**src/rtl/core/tkd_pkg.sv**
```systemverilog
// tkd_pkg: shared types and constants for the two-key debounce / long-press block
// no dependencies
`timescale 1ns / 1ps

package tkd_pkg;

  localparam int unsigned DebounceW = 8;
  localparam int unsigned PollW     = 10;
  localparam int unsigned HoldW     = 16;
  localparam int unsigned CfgIdxW   = 2;
  localparam int unsigned CfgDataW  = 16;

  localparam logic [DebounceW-1:0] DebounceReset = 8'd10;
  localparam logic [PollW-1:0]     PollReset     = 10'd100;
  localparam logic [HoldW-1:0]     LongReset     = 16'd2000;

  typedef enum logic [CfgIdxW-1:0] {
    REG_DEBOUNCE = 2'd0,
    REG_POLL     = 2'd1,
    REG_LONG     = 2'd2
  } cfg_reg_t;

  typedef enum logic [2:0] {
    PH_IDLE     = 3'b001,
    PH_DEBOUNCE = 3'b010,
    PH_HOLD     = 3'b100
  } phase_t;

  typedef struct packed {
    logic [DebounceW-1:0] debounce_ticks;
    logic [PollW-1:0]     poll_ticks;
    logic [HoldW-1:0]     long_press_ticks;
  } tkd_cfg_t;

  typedef struct packed {
    phase_t           phase;
    logic             active_key;
    logic [PollW-1:0] wait_counter;
    logic [HoldW-1:0] hold_time;
    logic [1:0]       press_latch;
  } tkd_state_t;

  typedef struct packed {
    logic valid;
    logic key_id;
    logic long_press;
  } tkd_evt_t;

endpackage

```
**src/rtl/core/tkd_cfg.sv**
```systemverilog
// tkd_cfg: configuration register file (debounce, poll and long-press thresholds)
// depends on tkd_pkg
`timescale 1ns / 1ps

module tkd_cfg
  import tkd_pkg::*;
(
  input  logic                clk,
  input  logic                rst,
  input  logic                wr_en,
  input  logic [CfgIdxW-1:0]  wr_index,
  input  logic [CfgDataW-1:0] wr_data,
  output tkd_cfg_t            cfg
);

  always_ff @(posedge clk) begin
    if (rst) begin
      cfg.debounce_ticks   <= DebounceReset;
      cfg.poll_ticks       <= PollReset;
      cfg.long_press_ticks <= LongReset;
    end else if (wr_en) begin
      unique case (wr_index)
        REG_DEBOUNCE: cfg.debounce_ticks   <= wr_data[DebounceW-1:0];
        REG_POLL:     cfg.poll_ticks       <= wr_data[PollW-1:0];
        REG_LONG:     cfg.long_press_ticks <= wr_data[HoldW-1:0];
        default: ;
      endcase
    end
  end

endmodule

```
**src/rtl/core/tkd_step.sv**
```systemverilog
// tkd_step: next-state and event logic for one tick
// depends on tkd_pkg
`timescale 1ns / 1ps

module tkd_step
  import tkd_pkg::*;
(
  input  tkd_cfg_t   cfg,
  input  tkd_state_t cur,
  input  logic       level_zero,
  input  logic       level_one,
  output tkd_state_t nxt,
  output tkd_evt_t   evt
);

  logic [PollW-1:0] wait_inc;
  logic [HoldW:0]   hold_sum;
  logic [HoldW-1:0] hold_sat;
  logic             key_level;
  logic             is_long;

  always_comb begin
    wait_inc  = cur.wait_counter + 1'b1;
    hold_sum  = {1'b0, cur.hold_time} + {{(HoldW+1-PollW){1'b0}}, cfg.poll_ticks};
    hold_sat  = hold_sum[HoldW] ? {HoldW{1'b1}} : hold_sum[HoldW-1:0];
    key_level = cur.active_key ? level_one : level_zero;
    is_long   = (hold_sat >= cfg.long_press_ticks);

    nxt = cur;
    evt = '0;

    unique case (cur.phase)
      PH_DEBOUNCE: begin
        nxt.wait_counter = wait_inc;
        if (wait_inc >= {{(PollW-DebounceW){1'b0}}, cfg.debounce_ticks}) begin
          nxt.wait_counter = '0;
          if (!key_level) begin
            nxt.press_latch[cur.active_key] = 1'b1;
            nxt.hold_time = '0;
            nxt.phase     = PH_HOLD;
          end else begin
            nxt.phase = PH_IDLE;
            // key 0 failed: key 1 gets an idle look on the same tick
            if (!cur.active_key) begin
              if (!level_one && !cur.press_latch[1]) begin
                nxt.phase      = PH_DEBOUNCE;
                nxt.active_key = 1'b1;
                nxt.wait_counter = '0;
              end else if (level_one) begin
                nxt.press_latch[1] = 1'b0;
              end
            end
          end
        end
      end
      PH_HOLD: begin
        nxt.wait_counter = wait_inc;
        if (wait_inc >= cfg.poll_ticks) begin
          nxt.wait_counter = '0;
          nxt.hold_time    = hold_sat;
          if (key_level || is_long) begin
            evt.valid      = 1'b1;
            evt.key_id     = cur.active_key;
            evt.long_press = is_long;
            nxt.phase      = PH_IDLE;
          end
        end
      end
      default: begin
        nxt.phase = PH_IDLE;
        if (!level_zero && !cur.press_latch[0]) begin
          nxt.phase        = PH_DEBOUNCE;
          nxt.active_key   = 1'b0;
          nxt.wait_counter = '0;
        end else begin
          if (level_zero) nxt.press_latch[0] = 1'b0;
          if (!level_one && !cur.press_latch[1]) begin
            nxt.phase        = PH_DEBOUNCE;
            nxt.active_key   = 1'b1;
            nxt.wait_counter = '0;
          end else if (level_one) begin
            nxt.press_latch[1] = 1'b0;
          end
        end
      end
    endcase
  end

endmodule

```
**src/rtl/core/two_key_debounce_long_press.sv**
```systemverilog
// Two-key debounce and long-press detector. Each input item is one tick carrying the
// active-low levels of key 0 (bit 0) and key 1 (bit 1). One item is taken per clock;
// its effect on the debounce/hold state is computed combinationally from the state
// register, and any press event is captured in the output register. Input is accepted
// whenever the output register is empty or being drained, so the rate is one item per
// cycle unless the result side stalls. Thresholds are set through the cfg write port:
// index 0 debounce ticks, 1 poll ticks, 2 long-press ticks.
// depends on tkd_pkg, tkd_cfg, tkd_step
`timescale 1ns / 1ps

module two_key_debounce_long_press
  import tkd_pkg::*;
(
  input  logic                clk,
  input  logic                rst,
  input  logic                s_axis_tvalid,
  output logic                s_axis_tready,
  input  logic [7:0]          s_axis_tdata,   // [0] key_zero_level, [1] key_one_level
  output logic                m_axis_tvalid,
  input  logic                m_axis_tready,
  output logic [7:0]          m_axis_tdata,   // [0] key_id, [1] long_press
  input  logic                cfg_valid,
  output logic                cfg_ready,
  input  logic [CfgIdxW-1:0]  cfg_index,
  input  logic [CfgDataW-1:0] cfg_data
);

  tkd_cfg_t   cfg;
  tkd_state_t state;
  tkd_state_t state_next;
  tkd_evt_t   evt;
  logic       accept;
  logic       out_key_id;
  logic       out_long_press;

  assign cfg_ready     = 1'b1;
  assign s_axis_tready = !m_axis_tvalid || m_axis_tready;
  assign accept        = s_axis_tvalid && s_axis_tready;

  tkd_cfg u_cfg (
    .clk      (clk),
    .rst      (rst),
    .wr_en    (cfg_valid && cfg_ready),
    .wr_index (cfg_index),
    .wr_data  (cfg_data),
    .cfg      (cfg)
  );

  tkd_step u_step (
    .cfg        (cfg),
    .cur        (state),
    .level_zero (s_axis_tdata[0]),
    .level_one  (s_axis_tdata[1]),
    .nxt        (state_next),
    .evt        (evt)
  );

  always_ff @(posedge clk) begin
    if (rst) begin
      state.phase        <= PH_IDLE;
      state.active_key   <= 1'b0;
      state.wait_counter <= '0;
      state.hold_time    <= '0;
      state.press_latch  <= '0;
      m_axis_tvalid      <= 1'b0;
    end else begin
      if (accept) state <= state_next;
      if (s_axis_tready) m_axis_tvalid <= accept && evt.valid;
    end
  end

  always_ff @(posedge clk) begin
    if (accept && evt.valid) begin
      out_key_id     <= evt.key_id;
      out_long_press <= evt.long_press;
    end
  end

  assign m_axis_tdata = {6'b0, out_long_press, out_key_id};

endmodule

```
**config.mk**
```make
export PLATFORM = sky130hd
export DESIGN_NAME = two_key_debounce_long_press
export DESIGN_NICKNAME = d
export VERILOG_FILES = /design/src/rtl/core/tkd_pkg.sv /design/src/rtl/core/tkd_cfg.sv /design/src/rtl/core/tkd_step.sv /design/src/rtl/core/two_key_debounce_long_press.sv
export SDC_FILE = /design/constraint.sdc
export NUM_CORES = 1
export LEC_CHECK = 0
export BUFFER_PORTS_ARGS = -buffer_cell sky130_fd_sc_hd__buf_2
export CELL_PAD_IN_SITES_DETAIL_PLACEMENT = 0
export CELL_PAD_IN_SITES_GLOBAL_PLACEMENT = 2
export CORE_MARGIN = 10
export CORE_UTILIZATION = 36
export CTS_CLUSTER_DIAMETER = 200
export DETAILED_ROUTE_END_ITERATION = 7
export PLACE_DENSITY = 0.81
export SLEW_MARGIN = 20
export SYNTH_ARGS = -nofsm -noshare
export SYNTH_HDL_FRONTEND = slang
export SYNTH_SLANG_ARGS = --single-unit
```
**constraint.sdc**
```tcl
create_clock -name clk -period 5.5 [get_ports clk]
set_input_delay 1.1 -clock clk [delete_from_list [all_inputs] [get_ports clk]]
set_output_delay 1.1 -clock clk [all_outputs]
set_load 0.05 [all_outputs]
```
==> metrics.md <==
| Metric | Value |
|---|---|
| WP buf/inv | 3 |
| Crit path largest cell delay | 410 ps |
| Core box area | 12060 sq um |
| Vias in the first global route | 3557 |
| Register area share after synthesis | 31.55% |
| Worst path cell trace | ha_1 > fa_1 > a21o_1 > o21ai_0 > a21oi_1 > buf_4 > nand2b_1 > a21oi_1 > buf_4 > nand2b_1 > ha_1 > a211o_1 > a211o_1 > a211oi_1 > buf_4 > o211ai_1 > o211ai_1 > mux2_2 |
| Initial antenna violation count | 0 |
| Final Hold Fails | 0 |
| Tmin final | 4474 ps |
| Count of cell types in the netlist | 63 |
| CP delay by family, top | compound AO/OA/AOI/OAI gates |
| Outcome | completed |
| IR drop worst, VDD | 0.1248 mV |
| Final net count | 639 |
| Endpoint class of the critical path | flip-flop |
| Clk root buf | clkbuf_16 |
| Max Cap Violations | 0 |
| Slew of the pin with the lowest slew margin | 813.4 ps |
| Fillers | 1266 |
| Final worst-path cycle share | 81.35% |
| Largest cells by area after synthesis | dfxtp_1, ha_1, nand2_1 |
| Final setup viols | 0 |
| Critical path type | flip-flop to flip-flop |
| Post-CTS sizing | 0 |
| Setup slack after layout | 1026 ps |
| Cell Pwr Density | 239.2 nW/um^2 |
| Max Slew Vio Count | 0 |
| Mapped cell area | 4442 sq um |
| Area delta synth->final | 12.06% |
| WP data required | 5730 ps |
| Crit path launch type | flip-flop |
| CTS tree | done |
| Routed WL | 11050 um |
| Routed wire per std cell | 15.03 um |
| Worst EP arrival | 4710 ps |
| Die area | 17180 sq um |
| Global-route wire length before repair | 17850 um |
| Vias | 3769 |
| Vias per Instance | 5.128 |
| Sink Count | 69 |
| Placed inst area | 4698 sq um |
| F_max | 0.2235 GHz |
| Clk_lat worst skew | 340 ps |
| Leak | 2.138 nW |
| Clk_skew | 3.613 ps |
| Post-synth top area share | 30.20% |
| CTS Hold Bufs | 0 |
| Cell taking the most area after synthesis | dfxtp_1 |
| CTS Buffer Depth | 2 |
| Die height | 131.1 um |
| Final ANT Viol Nets | 0 |
| # IOs | 42 |
| Gpl congestion | 0.8056 |
| Total CTS buffers | 9 |
| Post-synth EDFFs | 2 |
| Syn Inst Count | 540 |
| Design Power | 1.190 mW |
| Chip Width | 131.1 um |
| Crit path max fanout | 9 |
| Normalized max-slew margin | 45.77% |
| Cell area after layout | 4977 sq um |
| Synth Area per Inst | 8.225 sq um |
| Gr usage total | 13.44% |
| First-pass DRT Iterations | 4 |
| Gr ovfl total | 0 |
| Crit path max-delay cell type | fa_1 |
| Synth async-reset ratio | 0% |
| Largest net degree at the start of global routing | 57 |
| Setup_tns | 0 ps |
| Initial Utilization | 36.83% |
| N_diodes | 0 |
| Flops & latches, synth | 69 |
| Most used DFF post-synth | dfxtp_1 |
| Post-place setup slack | 1034 ps |
| HP Class | flip-flop to flip-flop |
| # rows | 40 |
| RSZ-0062 raised after global routing | no |
| Layout cell share with drive strength beyond 1 | 10.93% |
| Port bufs | 28 |
| Post-route DRC | 0 |
| Most frequent CP cell | buf_4 |
| Drt initial violations | 191 |
| Clock-pin slew on the worst setup and hold paths | 60 ps |
| Ys Warns | 0 |
| Post-DP HPWL | 8543 um |
| H-tree levels | 3 |
| Setup repair bufs after CTS | 0 |
layout by cell type, fill, tap and decap left out, types with 7 or more instances in the layout:
master and n:
nand3_1 15, a21oi_1 44, a211o_1 17, xor2_1 8, nor3_1 10, clkbuf_16 9, nor2_1 51, a22o_1 12
buf_2 28, conb_1 7, a211oi_1 8, inv_1 37, nand2b_1 12, o21ai_0 18, ha_1 45, nand2_1 65
dfxtp_1 67, xnor2_1 10
layer usage:
| metal | wire (um) | GRT usage (%) |
|---|---|---|
| met3 | 421 | 3.218 |
| met5 | 0 | 0 |
| met4 | 108 | 5.298 |
| met1 | 5492 | 17.30 |
| met2 | 5025 | 21.20 |
flip-flops by register name, summed over array words and instances, names as in the netlist:
register	cells
u_cfg.cfg	34
out_long_press	1
m_axis_tvalid	1
state	32
out_key_id	1
stage by stage:
step           util [%]  hold slack (ps)  instances
6_report          41.27            453.8        735
5_1_grt           41.27            477.2        735
4_1_cts           41.27            457.0        735
3_5_place_dp      38.95            449.1        719
3_3_place_gp      38.95            445.3        719
2_1_floorplan         -            436.3        545
Yosys cell counts (4+ instances only):
master	number
and2_1	6
o211ai_1	4
xnor2_1	10
nand2_1	65
inv_1	37
a211oi_1	8
nor2_1	51
ha_1	45
nand3_1	15
a21oi_1	44
a31oi_1	4
dfxtp_1	67
nand4_1	6
o21ai_0	18
nand2b_1	12
buf_1	4
nor3_1	10
a21o_1	6
and3_1	4
a211o_1	17
clkbuf_1	11
buf_4	11
o21a_1	5
a22o_1	12
xor2_1	8
where the power goes:
group / leakage, nW / switching, mW / internal (mW) / total [mW]
registers: 0.567 / 0.00766 / 0.514 / 0.522
logic: 1.43 / 0.0755 / 0.0399 / 0.115
clock network: 0.138 / 0.226 / 0.327 / 0.553
total: 2.14 / 0.309 / 0.882 / 1.19
tightest hold or removal path, delay by kind of cell (launching register included):
| kind | cells | cell delay, ps |
|---|---|---|
| AOI/OAI and AO/OA | 1 | 50 |
| DFF | 1 | 310 |
| and+or+nand+nor | 1 | 50 |
kinds of logic (layout without fill, tap and decap cells):
| kind of cell | after synthesis | after routing | synth area share, % |
|---|---|---|---|
| simple gates | 194 | 194 | 21.44 |
| compound gates | 142 | 142 | 22.48 |
| flops | 69 | 69 | 31.55 |
| buf+inv | 64 | 86 | 6.507 |
| fa+ha+maj | 46 | 46 | 13.13 |
| xor+xnor | 18 | 18 | 3.549 |
| mux | 5 | 5 | 1.183 |
| other cells | 2 | 7 | 0.1691 |
area by class of cell:
type / instances / area, sq um / area share [%]
Timing Repair Buffer: 33 / 177.7 / 3.570
Clock inverter: 4 / 22.52 / 0.4525
Tap cell: 168 / 210.2 / 4.223
Multi-Input combinational cell: 412 / 2770 / 55.66
Clock buffer: 12 / 256.5 / 5.153
Inverter: 37 / 138.9 / 2.790
Sequential cell: 69 / 1401 / 28.15
worst paths after layout:
kind | end | cells after the start | slack [ps] | startpoint
worst min-delay path | u_cfg.cfg[3] | 2 | 450 | u_cfg.cfg[3]
worst max register to register | state[31] | 18 | 1030 | u_cfg.cfg[16]
worst min register to register | u_cfg.cfg[3] | 2 | 450 | u_cfg.cfg[3]
worst max-delay path | state[31] | 18 | 1030 | u_cfg.cfg[16]
Note: power is estimated with default switching activity, not from simulation.
